**src/hw/rtl/column_stats_distinct_counter_assert.svh**
```systemverilog
// Assertion macros used by the column statistics datapath.
// Depends on nothing; the bodies are empty in synthesis builds.
`ifndef COLUMN_STATS_DISTINCT_COUNTER_ASSERT_SVH
`define COLUMN_STATS_DISTINCT_COUNTER_ASSERT_SVH

`ifndef SYNTHESIS

// The consequent must hold in the same cycle as the antecedent.
`define CSDC_ASSERT_IMPL(label, clk, rst_n, ante, cons, msg) \
    label: assert property (@(posedge clk) disable iff (!rst_n) (ante) |-> (cons)) \
        else $error(msg);

// The consequent must hold in the cycle after the antecedent.
`define CSDC_ASSERT_NEXT(label, clk, rst_n, ante, cons, msg) \
    label: assert property (@(posedge clk) disable iff (!rst_n) (ante) |=> (cons)) \
        else $error(msg);

`else

`define CSDC_ASSERT_IMPL(label, clk, rst_n, ante, cons, msg)
`define CSDC_ASSERT_NEXT(label, clk, rst_n, ante, cons, msg)

`endif

`endif

```
**src/hw/rtl/csdc_pkg.sv**
```systemverilog
// Types and constants of the column statistics block.
// Used by the interfaces, the controller, the datapath and the top level.
package csdc_pkg;

    localparam int SAMPLE_W = 64;
    localparam int ROW_W    = 32;
    localparam int DIST_W   = 11;

    typedef logic signed [SAMPLE_W-1:0] sample_t;
    typedef logic [ROW_W-1:0]           row_count_t;
    typedef logic [DIST_W-1:0]          dist_count_t;

    localparam sample_t SAMPLE_MIN = {1'b1, {(SAMPLE_W-1){1'b0}}};
    localparam sample_t SAMPLE_MAX = {1'b0, {(SAMPLE_W-1){1'b1}}};

    typedef enum logic [1:0] {
        ST_IDLE,
        ST_SCAN,
        ST_UPDATE,
        ST_DONE
    } ctrl_state_t;

    // Commands from the controller to the datapath.
    typedef struct packed {
        logic accept;
        logic scan_en;
        logic update;
        logic load_out;
    } ctrl_cmd_t;

    // Status from the datapath to the controller.
    typedef struct packed {
        logic scan_done;
        logic out_free;
    } ctrl_status_t;

endpackage

```
**src/hw/rtl/csdc_ctrl.sv**
```systemverilog
// Sequencer of the column statistics block: accept, set lookup, update, result.
// Depends on csdc_pkg.
module csdc_ctrl (
    input  logic                  clk,
    input  logic                  rst_n,
    input  logic                  in_valid,
    output logic                  in_ready,
    input  csdc_pkg::ctrl_status_t status,
    output csdc_pkg::ctrl_cmd_t    cmd
);
    import csdc_pkg::*;

    ctrl_state_t state_reg;
    ctrl_state_t state_next;

    // State register.
    always_ff @(posedge clk or negedge rst_n)
    begin
        if (!rst_n)
        begin
            state_reg <= ST_IDLE;
        end
        else
        begin
            state_reg <= state_next;
        end
    end

    // Next state.
    always_comb
    begin
        state_next = state_reg;
        case (state_reg)
            ST_IDLE:
            begin
                if (in_valid)
                begin
                    state_next = ST_SCAN;
                end
            end
            ST_SCAN:
            begin
                if (status.scan_done)
                begin
                    state_next = ST_UPDATE;
                end
            end
            ST_UPDATE:
            begin
                state_next = ST_DONE;
            end
            ST_DONE:
            begin
                if (status.out_free)
                begin
                    state_next = ST_IDLE;
                end
            end
            default:
            begin
                state_next = ST_IDLE;
            end
        endcase
    end

    // Outputs.
    always_comb
    begin
        in_ready     = 1'b0;
        cmd.accept   = 1'b0;
        cmd.scan_en  = 1'b0;
        cmd.update   = 1'b0;
        cmd.load_out = 1'b0;
        case (state_reg)
            ST_IDLE:
            begin
                in_ready   = 1'b1;
                cmd.accept = in_valid;
            end
            ST_SCAN:
            begin
                cmd.scan_en = 1'b1;
            end
            ST_UPDATE:
            begin
                cmd.update = 1'b1;
            end
            ST_DONE:
            begin
                cmd.load_out = status.out_free;
            end
            default:
            begin
                in_ready = 1'b0;
            end
        endcase
    end

endmodule

```
**config.mk**
```make
export PLATFORM = sky130hd
export DESIGN_NAME = csdc_ctrl
export DESIGN_NICKNAME = d
export VERILOG_FILES = /design/src/hw/rtl/column_stats_distinct_counter_assert.svh /design/src/hw/rtl/csdc_pkg.sv /design/src/hw/rtl/csdc_ctrl.sv
export SDC_FILE = /design/constraint.sdc
export NUM_CORES = 1
export LEC_CHECK = 0
export BUFFER_PORTS_ARGS = -buffer_cell sky130_fd_sc_hd__buf_2
export CORE_AREA = 2 2 39 41
export DETAILED_ROUTE_END_ITERATION = 6
export DIE_AREA = 0 0 41 43
export PLACE_DENSITY = 0.34
export SYNTH_ARGS = -nofsm -noshare
export SYNTH_HDL_FRONTEND = slang
export SYNTH_SLANG_ARGS = --single-unit
```
**constraint.sdc**
```tcl
create_clock -name clk -period 2.1 [get_ports clk]
set_input_delay 0.525 -clock clk [delete_from_list [all_inputs] [get_ports clk]]
set_output_delay 0.525 -clock clk [all_outputs]
set_load 0.03 [all_outputs]
```
=== Yosys cells after proc, flatten, opt, wreduce, memory -nomap -nowiden ===
Cells that the tools add are included.

* Equality and inequality tests: 6
* Muxes and demuxes: 9
* Reduce and logical (&&, ||, !) cells: 2

{| class="wikitable"
|+ Operators by type and width
! kind !! number
|-
| one-hot mux 2 bit (4 select lines) || 1
|-
| 2-to-1 mux 2 bit || 3
|-
| inequality test 2 bit (second input constant) || 3
|-
| 2-to-1 mux 1 bit || 5
|-
| equality test 2 bit (second input constant) || 2
|-
| AND reduction 3 bit || 1
|-
| equality test 2 x 1 -> 1 bit (second input constant) || 1
|-
| logical NOT 2 bit || 1
|}

* Bits in registers: 2
* Word-level logic and storage cells: 18

=== Depth between registers and ports, before layout ===
* Depth in word-level cells: 3
* Depth in mapped cells: 4

=== Least setup slack after synthesis ===
OpenSTA, ideal clock, no wires.

* Kind: register -> register
* Start: register state_reg[1]
* End: register state_reg[1]
* Data arrival time: 1.546 ns
* Data required time: 1.973 ns
* Slack: 0.427 ns
* Stages on the path, launching flop included: 5
* Buffers on the path: 0
* Period minus slack after synthesis: 1.673 ns
* Path through: dfrtp_1 inv_1 ha_1 a222oi_1 mux2_1

* Word-level cells in the longest chain between the ends: 3
* Elaborated cells between the ends (all ways): 9
* Those cells by class: eq/ne: 6; mux: 1; reduce/logical: 2

{| class="wikitable"
|+ Ends and longest elaborated chain
! what !! RTL line !! RTL
|-
| start: declaration || csdc_ctrl.sv:13 || <nowiki>ctrl_state_t state_reg;</nowiki>
|-
| start signal: assignment || csdc_ctrl.sv:25 || <nowiki>state_reg <= state_next;</nowiki>
|-
| equality test 2 x 1 -> 1 bit, or another cell as far along || csdc_ctrl.sv:33 || <nowiki>case (state_reg)</nowiki>
|-
| inequality test 2 bit (no line) || n/a ||
|-
| AND reduction 3 bit (no line) || n/a ||
|}

Parallel ways exist; a longest one is shown, timed or not.
A chain may end at the register's enable or synchronous reset.

==> reports/qor.txt <==
Average size of a mapped cell -> 9.86 sq um
Area of the core -> 1380 sq um
Clk_lat worst skew -> 0.22 ns
IO Count -> 10
Hold/Removal Path Class -> in -> async
CP Depth -> 4
Root Driver -> clkbuf_4
Synthesized instance count -> 17
Sink Count -> 2
Final Power -> 428 uW
Synth unique cells -> 9
Nets@finish -> 40
Outcome -> finished, final reports clean
Global-route wire length before repair -> 579 um
FF+latch count, synth -> 2
Post-cts hold buffer count -> 0
CP startpoint -> state_reg[0]$_DFFE_PN0P_
Reg-to-reg endpoint -> state_reg[1]$_DFFE_PN0P_
Crit path kind -> reg -> out
Detailed Route Iter0 Violations -> 2
Slew @ Worst Pin -> 0.477 ns
CP cell instances -> inv_1 > ha_1 > and2_2 > buf_2
Commonest non-fill, non-tap cell in the layout -> buf_2
Via count -> 151
Number of flip-flops in the largest register -> 2
Gr ovfl total -> 0
Worst VDD drop -> 0.000479 V
Die area -> 1760 sq um
GPL Wtd Cong -> 0.614
CP Max Fanout -> 4
Register area share after synthesis -> 0.299
Multi-input combinational cell area -> 98.8 sq um
Final Slew Violations -> 0
# fillers -> 149
Core Util, Final -> 0.184
CP startpoint kind -> flop
Area delta synth->final -> 52.2%
Final worst-path cycle share -> 0.855
Reg area -> 50.0 sq um
# Post-CTS Setup Buffers -> 0
Antenna violations before repair -> 0
Reg2Reg Launch Point -> state_reg[1]$_DFFE_PN0P_
Worst setup path end -> cmd[3]
FF-to-FF setup slack -> 0.47 ns
Clock skew -> 0.000526 ns
Setup Total Neg Slack -> 0 ns
Port bufs -> 9
Max-slew headroom -> 0.682
R2R cell count -> 4
Diodes inserted -> 0
Synthesis Warnings -> 0
Clock transition at the registers of the reported paths -> 0.03 ns
Tmin final -> 1.80 ns
Final-report hold violation count -> 0
Crit path max-delay family -> flip-flops
F_max -> 557 MHz
Chip Height -> 43 um
DRC viols -> 0
Commonest cells after routing, fill and taps aside -> 9 x buf_2, 5 x inv_1, 4 x ha_1
Pin count of the biggest net entering global routing -> 5
Setup crit end kind -> output pin
Via-to-Cell Ratio -> 3.36
Num rows -> 14
Post-DRT Antenna Nets -> 0
Final setup vio count -> 0
RSZ-0062 raised after global routing -> false
Number of global-route vias before repair -> 164
Post-synth net total -> 26
CTS tree -> yes
Post_cts resized -> 0
Total GRT Usage -> 0.0562
Initial cell density of the core -> 0.121
CP arrival -> 1.27 ns
Leakage -> 0.000157 uW
CP max-delay cell -> dfrtp_1
PwrDens -> 1680 nW/um^2
H-tree depth -> 1
DRT Wirelength -> 353 um
CTS max path bufs -> 2
Routed WL per cell -> 7.84 um
Post-Syn Area -> 168 sq um
Worst endpoint required time -> 1.57 ns
Die X -> 41 um
WP buf/inv -> 2
CTS buffer count -> 3
CP peak stage delay -> 0.39 ns
Fraction of layout cells with a size suffix above 1 -> 0.448
Max cap viols -> 0
TritonRoute pass-1 iters -> 4
==> through the flow <==
stage / area [sq um] / worst slack [ns] / instances / hold slack (ns)
final: 255 / 0.304 / 45 / 0.0811
after global routing: 255 / 0.212 / 45 / 0.0652
after CTS: 255 / 0.288 / 45 / 0.0705
after detailed placement: 233 / 0.448 / 42 / 0.311
after global placement: 233 / 0.472 / 42 / 0.310
after floorplan: 168 / 0.427 / 17 / 0.229
==> synth_stat cells (all sizes together) <==
cell	number	share of area
mux2i	1	0.060
nor2	1	0.022
dfrtp	2	0.30
ha	4	0.30
and2	2	0.082
mux2	1	0.067
a222oi	1	0.060
inv	5	0.11
==> report_power, final <==
| part | internal, uW | switching (uW) |
|---|---|---|
| Sequential | 61.3 | 17.3 |
| Clock | 63.0 | 20.8 |
| Combinational | 97.6 | 168 |
==> worst min-delay path by stage <==
stage	cells after the start	endpoint	from
final	1	state_reg[1]$_DFFE_PN0P_	rst_n
after detailed placement	1	state_reg[1]$_DFFE_PN0P_	rst_n
after global routing	1	state_reg[1]$_DFFE_PN0P_	rst_n
after floorplan	0	state_reg[0]$_DFFE_PN0P_	rst_n
after CTS	1	state_reg[1]$_DFFE_PN0P_	rst_n
after global placement	1	state_reg[0]$_DFFE_PN0P_	rst_n
==> routing by layer <==
| layer | vias up | track usage | routed length [um] |
|---|---|---|---|
| met5 | - | 0 | 0 |
| met4 | 0 | 0.0800 | 0 |
| met3 | 0 | 0.0314 | 52 |
| met2 | 10 | 0.0656 | 137 |
| met1 | 63 | 0.0545 | 163 |
| li1 | 78 | - | - |
==> cells by family after synthesis <==
family,after synthesis,synth area share
AND/OR/NAND/NOR,3,0.104
buffers and inverters,5,0.112
adder cells (fa/ha/maj),4,0.299
flip-flops,2,0.299
multiplexers,2,0.127
AO/OA/AOI/OAI,1,0.0597
==> layout make-up <==
| cell class | count | area share |
|---|---|---|
| inverter | 5 | 0.0735 |
| tap | 16 | 0.0784 |
| sequential | 2 | 0.196 |
| multi-input combinational | 10 | 0.387 |
| timing repair buffer | 9 | 0.176 |
| clock buffer | 3 | 0.0882 |
(Power assumes the default switching activity.)
